<file path="config.mk">
export PLATFORM = sky130hd
export DESIGN_NAME = centered_bar_led_renderer_top
export DESIGN_NICKNAME = d
export VERILOG_FILES = /design/src/rtl/cbl_pkg.sv /design/src/rtl/centered_bar_led_renderer_top.sv /design/src/rtl/cbl_front.sv /design/src/rtl/cbl_queue.sv /design/src/rtl/cbl_back.sv
export SDC_FILE = /design/constraint.sdc
export NUM_CORES = 1
export LEC_CHECK = 0
export ABC_CLOCK_PERIOD_IN_PS = 7400
export BUFFER_PORTS_ARGS = -buffer_cell sky130_fd_sc_hd__buf_2
export CORE_MARGIN = 4
export CORE_UTILIZATION = 35
export CTS_CLUSTER_SIZE = 30
export DETAILED_ROUTE_END_ITERATION = 16
export PLACE_DENSITY_LB_ADDON = 0.2
export SKIP_LAST_GASP = 1
export SLEW_MARGIN = 20
export SYNTH_ARGS = -nofsm -noshare
export SYNTH_HDL_FRONTEND = slang
export SYNTH_SLANG_ARGS = --single-unit
</file>
<file path="constraint.sdc">
create_clock -name clk -period 7.4 [get_ports clk]
set_input_delay 2.22 -clock clk [delete_from_list [all_inputs] [get_ports clk]]
set_output_delay 2.22 -clock clk [all_outputs]
set_load 0.1 [all_outputs]
</file>
<file path="src/rtl/cbl_pkg.sv">
// shared types, constants and index tables of the centered bar renderer
`default_nettype none
package cbl_pkg;

  localparam int unsigned FULL_SCALE_UNIT = 4096;
  localparam int unsigned BAR_HEIGHT      = 8;
  localparam int unsigned HALF_BAR        = BAR_HEIGHT / 2;

  localparam int unsigned LEVEL_W     = 20;
  localparam int unsigned COLOR_W     = 8;
  localparam int unsigned IDX_W       = 8;
  localparam int unsigned LIT_W       = 3;   // lit count 0..4
  localparam int unsigned POS_W       = 3;   // dot position in a column
  localparam int unsigned STEP_W      = 4;   // beat number in a burst, 0..9
  localparam int unsigned IN_TDATA_W  = 48;
  localparam int unsigned OUT_TDATA_W = 32;
  localparam int unsigned QUEUE_DEPTH = 2;

  typedef struct packed {
    logic [COLOR_W-1:0] b;
    logic [COLOR_W-1:0] g;
    logic [COLOR_W-1:0] r;
  } rgb_t;

  // one classified level: everything the back end needs to emit the burst
  typedef struct packed {
    logic             side;
    logic [LIT_W-1:0] n;
    rgb_t             lit;
    rgb_t             dim_f;
    rgb_t             dim_c;
  } cmd_t;

  // rows: {side, column}
  localparam logic [IDX_W-1:0] COL_TAB [0:3][0:BAR_HEIGHT-1] = '{
    '{8'd241, 8'd206, 8'd177, 8'd142, 8'd113, 8'd78, 8'd49, 8'd14},
    '{8'd240, 8'd207, 8'd176, 8'd143, 8'd112, 8'd79, 8'd48, 8'd15},
    '{8'd238, 8'd209, 8'd174, 8'd145, 8'd110, 8'd81, 8'd46, 8'd17},
    '{8'd239, 8'd208, 8'd175, 8'd144, 8'd111, 8'd80, 8'd47, 8'd16}
  };

  function automatic logic [IDX_W-1:0] led_pos(input logic side, input logic col,
                                                input logic [POS_W-1:0] pos);
    return COL_TAB[{side, col}][pos];
  endfunction

endpackage
`default_nettype wire

</file>
<file path="src/rtl/centered_bar_led_renderer_top.sv">
// top level of the centered two-column led bar renderer
// usage:
//   in_ channel: one beat per level; in_tdata carries level, red, green and
//   blue, in_tuser picks the left (0) or right (1) meter's index tables
//   out_ channel: one beat per led write (chain index plus color); out_tlast
//   marks the final write of a level's burst
//   a full meter gives 8 writes, otherwise 2*lit + 4 writes (4 to 10)
// path: a level goes through the front register (loaded at the edge that
//   accepts its input beat), then the queue, then the output register
// throughput: the back end emits one write per cycle unless out_tready
//   is low; bursts follow each other with no gap, and the front and a
//   2-deep queue take new levels while a burst is running
// reset: rst_n low at a clock edge empties the front register, the queue
//   and the output register; no other state is kept
// stall: out_tready low holds the current write on out_tdata; the queue
//   fills and then in_tready drops until the back end drains it
`default_nettype none
module centered_bar_led_renderer_top #(
  parameter int unsigned FULL_SCALE_UNIT = cbl_pkg::FULL_SCALE_UNIT
) (
  input  wire logic                              clk,
  input  wire logic                              rst_n,
  input  wire logic                              in_tvalid,
  output logic                                   in_tready,
  // [19:0] level, [27:20] red, [35:28] green, [43:36] blue, [47:44] zero
  input  wire logic [cbl_pkg::IN_TDATA_W-1:0]    in_tdata,
  // [0] side
  input  wire logic                              in_tuser,
  output logic                                   out_tvalid,
  input  wire logic                              out_tready,
  // [7:0] led_index, [15:8] out_red, [23:16] out_green, [31:24] out_blue
  output logic [cbl_pkg::OUT_TDATA_W-1:0]        out_tdata,
  output logic                                   out_tlast
);
  import cbl_pkg::*;

  // input beat unpacking
  logic [LEVEL_W-1:0] in_level;
  rgb_t               in_color;

  assign in_level   = in_tdata[LEVEL_W-1:0];
  assign in_color.r = in_tdata[LEVEL_W +: COLOR_W];
  assign in_color.g = in_tdata[LEVEL_W + COLOR_W +: COLOR_W];
  assign in_color.b = in_tdata[LEVEL_W + 2*COLOR_W +: COLOR_W];

  // front to queue
  logic f_valid;
  logic f_ready;
  cmd_t f_cmd;

  // queue to back
  logic q_valid;
  logic q_ready;
  cmd_t q_cmd;

  cbl_front #(
    .FULL_SCALE_UNIT (FULL_SCALE_UNIT)
  ) u_front (
    .clk       (clk),
    .rst_n     (rst_n),
    .in_valid  (in_tvalid),
    .in_ready  (in_tready),
    .in_level  (in_level),
    .in_color  (in_color),
    .in_side   (in_tuser),
    .cmd_valid (f_valid),
    .cmd_ready (f_ready),
    .cmd       (f_cmd)
  );

  cbl_queue u_queue (
    .clk      (clk),
    .rst_n    (rst_n),
    .wr_valid (f_valid),
    .wr_ready (f_ready),
    .wr_cmd   (f_cmd),
    .rd_valid (q_valid),
    .rd_ready (q_ready),
    .rd_cmd   (q_cmd)
  );

  // back end drives the output register directly
  cbl_back u_back (
    .clk        (clk),
    .rst_n      (rst_n),
    .cmd_valid  (q_valid),
    .cmd_ready  (q_ready),
    .cmd        (q_cmd),
    .out_tvalid (out_tvalid),
    .out_tready (out_tready),
    .out_tdata  (out_tdata),
    .out_tlast  (out_tlast)
  );

endmodule
`default_nettype wire

</file>
<file path="src/rtl/cbl_front.sv">
// front end: accepts a level, works out lit count and dimmed colours
`default_nettype none
module cbl_front #(
  parameter int unsigned FULL_SCALE_UNIT = cbl_pkg::FULL_SCALE_UNIT
) (
  input  wire logic                          clk,
  input  wire logic                          rst_n,
  input  wire logic                          in_valid,
  output logic                               in_ready,
  input  wire logic [cbl_pkg::LEVEL_W-1:0]   in_level,
  input  wire cbl_pkg::rgb_t                 in_color,
  input  wire logic                          in_side,
  output logic                               cmd_valid,
  input  wire logic                          cmd_ready,
  output cbl_pkg::cmd_t                      cmd
);
  import cbl_pkg::*;

  localparam int unsigned Full = 8 * FULL_SCALE_UNIT;
  localparam int unsigned RemW = (Full > 1) ? $clog2(Full) : 1;
  localparam int unsigned SumW = LEVEL_W + 3;
  localparam int unsigned ProdW = RemW + COLOR_W;

  logic                s1_v_r;
  rgb_t                s1_color_r;
  logic                s1_side_r;
  logic [LIT_W-1:0]    s1_n_r;
  logic [RemW-1:0]     s1_remf_r;
  logic [RemW-1:0]     s1_remc_r;

  logic [LEVEL_W+1:0]  lvl4;
  logic [SumW-1:0]     sum;
  logic [SumW-1:0]     lit;
  logic [LIT_W-1:0]    n;
  logic [RemW-1:0]     remf;
  logic [RemW-1:0]     remc;
  logic                accept;

  function automatic logic [COLOR_W-1:0] dim_chan(input logic [COLOR_W-1:0] c,
                                                  input logic [RemW-1:0] rem);
    logic [ProdW-1:0] prod;
    logic [ProdW-1:0] q;
    prod = ProdW'(c) * ProdW'(rem);
    q    = ProdW'(prod / Full);
    return q[COLOR_W-1:0] + COLOR_W'(1);
  endfunction

  function automatic rgb_t dim_color(input rgb_t c, input logic [RemW-1:0] rem);
    rgb_t d;
    d.r = dim_chan(c.r, rem);
    d.g = dim_chan(c.g, rem);
    d.b = dim_chan(c.b, rem);
    // keep a dim dot from going dark
    if (d.b < COLOR_W'(2)) begin
      d.b = COLOR_W'(2);
      if (d.r < COLOR_W'(2)) d.r = COLOR_W'(2);
      if (d.g < COLOR_W'(2)) d.g = COLOR_W'(2);
    end
    return d;
  endfunction

  always_comb begin
    lvl4 = {in_level, 2'b00};
    sum  = SumW'(lvl4) + SumW'(Full / 2);
    lit  = SumW'(sum / Full);
    n    = (lit > SumW'(HALF_BAR)) ? LIT_W'(HALF_BAR) : lit[LIT_W-1:0];
    remc = RemW'(lvl4 % Full);
    remf = RemW'(in_level % Full);
  end

  assign in_ready = !s1_v_r || cmd_ready;
  assign accept   = in_valid && in_ready;

  always_ff @(posedge clk) begin
    if (!rst_n) begin
      s1_v_r <= 1'b0;
    end else if (in_ready) begin
      s1_v_r <= in_valid;
    end
  end

  always_ff @(posedge clk) begin
    if (accept) begin
      s1_color_r <= in_color;
      s1_side_r  <= in_side;
      s1_n_r     <= n;
      s1_remf_r  <= remf;
      s1_remc_r  <= remc;
    end
  end

  assign cmd_valid = s1_v_r;

  always_comb begin
    cmd.side  = s1_side_r;
    cmd.n     = s1_n_r;
    cmd.lit   = s1_color_r;
    cmd.dim_f = dim_color(s1_color_r, s1_remf_r);
    cmd.dim_c = dim_color(s1_color_r, s1_remc_r);
  end

endmodule
`default_nettype wire

</file>
<file path="src/rtl/cbl_queue.sv">
// short command queue between front and back end
`default_nettype none
module cbl_queue (
  input  wire logic            clk,
  input  wire logic            rst_n,
  input  wire logic            wr_valid,
  output logic                 wr_ready,
  input  wire cbl_pkg::cmd_t   wr_cmd,
  output logic                 rd_valid,
  input  wire logic            rd_ready,
  output cbl_pkg::cmd_t        rd_cmd
);
  import cbl_pkg::*;

  localparam int unsigned PtrW = (QUEUE_DEPTH > 1) ? $clog2(QUEUE_DEPTH) : 1;
  localparam int unsigned CntW = $clog2(QUEUE_DEPTH + 1);

  cmd_t             slot_r [QUEUE_DEPTH];
  logic [PtrW-1:0]  wr_ptr_r;
  logic [PtrW-1:0]  rd_ptr_r;
  logic [CntW-1:0]  count_r;
  logic             push;
  logic             pop;

  assign wr_ready = (count_r != CntW'(QUEUE_DEPTH));
  assign rd_valid = (count_r != '0);
  assign rd_cmd   = slot_r[rd_ptr_r];
  assign push     = wr_valid && wr_ready;
  assign pop      = rd_valid && rd_ready;

  always_ff @(posedge clk) begin
    if (!rst_n) begin
      wr_ptr_r <= '0;
      rd_ptr_r <= '0;
      count_r  <= '0;
    end else begin
      if (push) begin
        wr_ptr_r <= (wr_ptr_r == PtrW'(QUEUE_DEPTH - 1)) ? '0 : wr_ptr_r + PtrW'(1);
      end
      if (pop) begin
        rd_ptr_r <= (rd_ptr_r == PtrW'(QUEUE_DEPTH - 1)) ? '0 : rd_ptr_r + PtrW'(1);
      end
      if (push && !pop) begin
        count_r <= count_r + CntW'(1);
      end else if (pop && !push) begin
        count_r <= count_r - CntW'(1);
      end
    end
  end

  always_ff @(posedge clk) begin
    if (push) begin
      slot_r[wr_ptr_r] <= wr_cmd;
    end
  end

endmodule
`default_nettype wire

</file>
<file path="src/rtl/cbl_back.sv">
// back end: walks one command into its burst of led writes
`default_nettype none
module cbl_back (
  input  wire logic                              clk,
  input  wire logic                              rst_n,
  input  wire logic                              cmd_valid,
  output logic                                   cmd_ready,
  input  wire cbl_pkg::cmd_t                     cmd,
  output logic                                   out_tvalid,
  input  wire logic                              out_tready,
  output logic [cbl_pkg::OUT_TDATA_W-1:0]        out_tdata,
  output logic                                   out_tlast
);
  import cbl_pkg::*;

  logic                busy_r;
  cmd_t                cmd_r;
  logic [STEP_W-1:0]   k_r;
  logic                out_v_r;
  logic [IDX_W-1:0]    idx_r;
  rgb_t                color_r;
  logic                last_r;

  cmd_t                cur;
  logic [STEP_W-1:0]   k;
  logic [STEP_W-1:0]   n4;
  logic [STEP_W-1:0]   n2;
  logic [STEP_W-1:0]   last_k;
  logic                have;
  logic                slot_free;
  logic                emit;
  logic                is_last;
  logic [IDX_W-1:0]    idx;
  rgb_t                color;
  logic [STEP_W-1:0]   pos;

  assign cur       = busy_r ? cmd_r : cmd;
  assign k         = busy_r ? k_r : '0;
  assign have      = busy_r || cmd_valid;
  assign slot_free = !out_v_r || out_tready;
  assign emit      = have && slot_free;
  assign cmd_ready = !busy_r && slot_free;

  always_comb begin
    n4      = STEP_W'(cur.n);
    n2      = {cur.n, 1'b0};
    last_k  = (cur.n == LIT_W'(HALF_BAR)) ? STEP_W'(2 * HALF_BAR - 1) : n2 + STEP_W'(3);
    is_last = (k == last_k);
    pos     = '0;
    idx     = '0;
    color   = cur.lit;
    if (k < n4) begin
      // column 1 upward from the center
      pos   = STEP_W'(HALF_BAR) + k;
      idx   = led_pos(cur.side, 1'b1, pos[POS_W-1:0]);
      color = cur.lit;
    end else if (k < n2) begin
      // column 1 downward from the center
      pos   = STEP_W'(HALF_BAR - 1) + n4 - k;
      idx   = led_pos(cur.side, 1'b1, pos[POS_W-1:0]);
      color = cur.lit;
    end else if (k == n2) begin
      idx   = led_pos(cur.side, 1'b0, POS_W'(HALF_BAR - 1));
      color = cur.dim_f;
    end else if (k == n2 + STEP_W'(1)) begin
      idx   = led_pos(cur.side, 1'b0, POS_W'(HALF_BAR));
      color = cur.dim_f;
    end else if (k == n2 + STEP_W'(2)) begin
      pos   = STEP_W'(HALF_BAR) + n4;
      idx   = led_pos(cur.side, 1'b1, pos[POS_W-1:0]);
      color = cur.dim_c;
    end else begin
      pos   = STEP_W'(HALF_BAR - 1) - n4;
      idx   = led_pos(cur.side, 1'b1, pos[POS_W-1:0]);
      color = cur.dim_c;
    end
  end

  always_ff @(posedge clk) begin
    if (!rst_n) begin
      busy_r  <= 1'b0;
      out_v_r <= 1'b0;
    end else begin
      if (emit) begin
        busy_r  <= !is_last;
        out_v_r <= 1'b1;
      end else if (out_tready) begin
        out_v_r <= 1'b0;
      end
    end
  end

  always_ff @(posedge clk) begin
    if (emit) begin
      cmd_r   <= cur;
      k_r     <= k + STEP_W'(1);
      idx_r   <= idx;
      color_r <= color;
      last_r  <= is_last;
    end
  end

  assign out_tvalid = out_v_r;
  assign out_tdata  = {color_r.b, color_r.g, color_r.r, idx_r};
  assign out_tlast  = last_r;

endmodule
`default_nettype wire
</file>
==> results.py <==
metrics = {
    "final_layout": {
        "nets": 3087,
        "area_growth_pct": 10.5,
        "antenna_cells": 0,
        "drive_gt1_frac": 0.0891,
    },
    "timing": {
        "finalHoldViolations": 0,
        "max-slew-margin-rel": 0.292,
        "rsz0062_at_grt": "false",
        "setup_viol": 0,
        "maxClockFrequency_mhz": 143,
        "setup_tns_ns": 0,
        "fin_crit_ns": 7.00,
        "post-route-period-util": 0.946,
        "clock_skew_ns": 0.0392,
        "timing.final.ws_setup_ns": 0.402,
        "tightest_slew_ns": 1.06,
        "drv_slew": 0,
    },
    "placed_design": {
        "place.gp.congestion": 0.828,
        "dp_hpwl_mm": 48.3,
        "dpl_worst_slack_ns": 0.388,
        "io_buffers": 83,
    },
    "setup_path": {
        "worstRegToRegCells": 18,
        "r2r_slack_ns": 0.40,
        "worst-setup-path-type": "reg2reg",
        "arrival_ns": 7.26,
        "r2r-start": "u_front.s1_remf_r[5]",
        "cp.required_ns": 7.67,
        "start_kind": "flip-flop",
        "r2r-end": "u_queue.slot_r[1][24]",
        "endpoint_kind": "flip-flop",
        "crit_path_max_fanout": 20,
    },
    "drt": {
        "ant_nets": 0,
        "viasPerCell": 5.03,
        "drc": 0,
        "initialDrtViolationCount": 1035,
        "wl_mm": 65.2,
        "drtPass1Iterations": 6,
        "wl_per_cell_um": 18.0,
        "vias": 18300,
    },
    "synth": {
        "synth_warnings": 0,
        "synth_area_leaders": "edfxtp_1 34%, fa_1 19%, ha_1 9.4%",
        "yosys.area.top_type": "edfxtp_1",
        "synth_top_area_share": 0.340,
        "synth_commonest_cells": "306 x edfxtp_1, 293 x and2_1, 283 x inv_1",
        "ys_seq_area_frac": 0.346,
        "syn_area_um2": 27000,
        "syn_avg_cell_area_um2": 10.7,
        "syn_inst": 2528,
        "syn_nets": 3037,
        "synth.distinct_cells": 108,
        "ys_seq_elements": 314,
        "synth_most_common_cell": "edfxtp_1",
        "synthArstFlopShare": 0,
        "synth_edf_count": 306,
        "synth_ff_type": "edfxtp_1",
    },
    "worst_hold_path": {
        "hold_class": "reg2reg",
        "worstHoldStart": "u_front.s1_n_r[0]",
        "holdPathEnd": "u_queue.slot_r[0][72]",
        "holdPathStages": 0,
    },
    "global_routing": {
        "antenna_found_initial": 3,
        "use_met1": 0.232,
        "top_usage_layer": "met2",
        "grt_pass1_vias": 19100,
        "grt_max_degree": 106,
        "grt.met2_usage": 0.257,
        "grt_pass1_wl_mm": 106,
        "grt-ovfl-total": 0,
        "use_met3": 0.0237,
        "grt_usage": 0.160,
    },
    "clocking": {
        "h-tree-depth": 2,
        "clk_pin_slew_ns": 0.06,
        "cts_buffers": 38,
        "clock_latency_ns": 0.56,
        "cts_tree": "yes",
        "clockBufferDepth": 3,
        "root_buffer": "clkbuf_16",
        "holdBufCountCts": 0,
        "clkSinkCount": 314,
    },
    "outcome": {
        "outcome": "finished, final reports clean",
    },
    "floorplan": {
        "die_w_um": 286,
        "core_area_um2": 76200,
        "die_y_um": 286,
        "num_rows": 101,
        "die-area_um2": 81700,
        "io_pins": 88,
        "start_util": 0.354,
    },
    "job": {
        "cap_violations": 0,
    },
}
-- routing by layer --
layer / part of all wire / wire (um)
met4: 0.015 / 966
met5: 0 / 0
met3: 0.040 / 2620
met1: 0.49 / 31900
met2: 0.46 / 29800
-- worst max-delay path by stage --
stage | start | slack (ns) | cells past startpoint | to
4_1_cts | u_front.s1_remf_r[2] | 0.36 | 23 | u_queue.slot_r[1][0]
3_3_place_gp | u_front.s1_remf_r[8] | 0.53 | 18 | u_queue.slot_r[0][24]
5_1_grt | u_front.s1_remf_r[5] | 0.06 | 18 | u_queue.slot_r[0][24]
6_report | u_front.s1_remf_r[5] | 0.40 | 18 | u_queue.slot_r[1][24]
3_5_place_dp | u_front.s1_remf_r[5] | 0.39 | 18 | u_queue.slot_r[0][24]
2_1_floorplan | u_front.s1_remf_r[0] | 1.40 | 24 | u_queue.slot_r[0][0]
-- repair_timing --
item | CTS | global route
setup endpoints to repair | 0 | 4
buffers inserted | 0 | 4
resized for setup | 0 | 0
-- kinds of logic (layout without fill, tap and decap cells) --
family                   after synthesis  after routing  synth area share
AO/OA/AOI/OAI                        361            361            0.0905
XOR/XNOR                             100            100            0.0335
adder cells (fa/ha/maj)              456            456             0.282
buffers and inverters                399            475            0.0560
flip-flops                           314            314             0.346
multiplexers                          90             90            0.0337
AND/OR/NAND/NOR                      808            808             0.158
-- layout make-up --
type	instances	area [um^2]
multi-input cells	1815	16200
inverters	284	1070
flip-flops and latches	314	9360
repair buffers	125	734
clock inverters	19	164
fillers	7403	46400
well taps	1030	1290
clock buffers	47	1060
-- cell usage in the layout (no fill, tap or decap), types with 5 or more instances in the layout --
cell / instances
clkinv_1: 7
xnor2_1: 62
clkbuf_16: 39
buf_4: 41
nor3_1: 25
a211o_1: 5
ha_1: 202
nand3_1: 30
or3_1: 7
buf_2: 83
a211oi_1: 13
fa_1: 254
nand2_1: 259
nand2b_1: 7
edfxtp_1: 306
nand3b_1: 11
a21o_1: 24
and2_1: 292
mux2i_1: 86
o211ai_1: 10
o31ai_1: 8
nor2_1: 87
inv_1: 283
dfxtp_1: 6
and3_1: 11
clkinv_2: 7
nor2b_1: 13
a21oi_1: 60
o21a_1: 14
nand4_1: 14
o21bai_1: 8
o21ai_0: 119
a31oi_1: 34
xor2_1: 35
clkbuf_8: 5
-- critical path: stages (launching register included) --
cell,delay [ns]
edfxtp_1,0.73
and2_1,0.33
fa_1,0.50
fa_1,0.55
fa_1,0.55
inv_1,0.06
fa_1,0.53
inv_1,0.04
ha_1,0.43
a21oi_1,0.21
o21ai_1,0.23
a32o_1,0.33
a311oi_1,0.34
xnor2_1,0.27
nand3_1,0.26
or2_1,0.30
a2111oi_0,0.37
o221a_2,0.45
a41oi_1,0.20
-- state kept, by name, indices dropped and copies added (netlist names), 2 cells and up, named ones only --
name / cells
u_front.s1_remf_r: 15
u_queue.count_r: 2
u_back.idx_r: 6
u_back.cmd_r: 76
u_front.s1_n_r: 3
u_front.cmd: 24
u_back.k_r: 4
u_queue.slot_r: 152
u_back.out_tdata: 24
-- metrics by stage --
step	instances	util	area (um^2)	hold WS (ns)
after detailed placement	3564	0.375	28600	0.444
after floorplan	2528	-	27000	0.421
after global placement	3564	0.375	28600	0.428
after CTS	3630	0.391	29800	0.464
final	3634	0.392	29800	0.462
after global routing	3634	0.392	29800	0.468
Power is left out: the tool's default activity adds up to more than one toggle a clock period on the data nets, which glitch-free logic cannot reach.
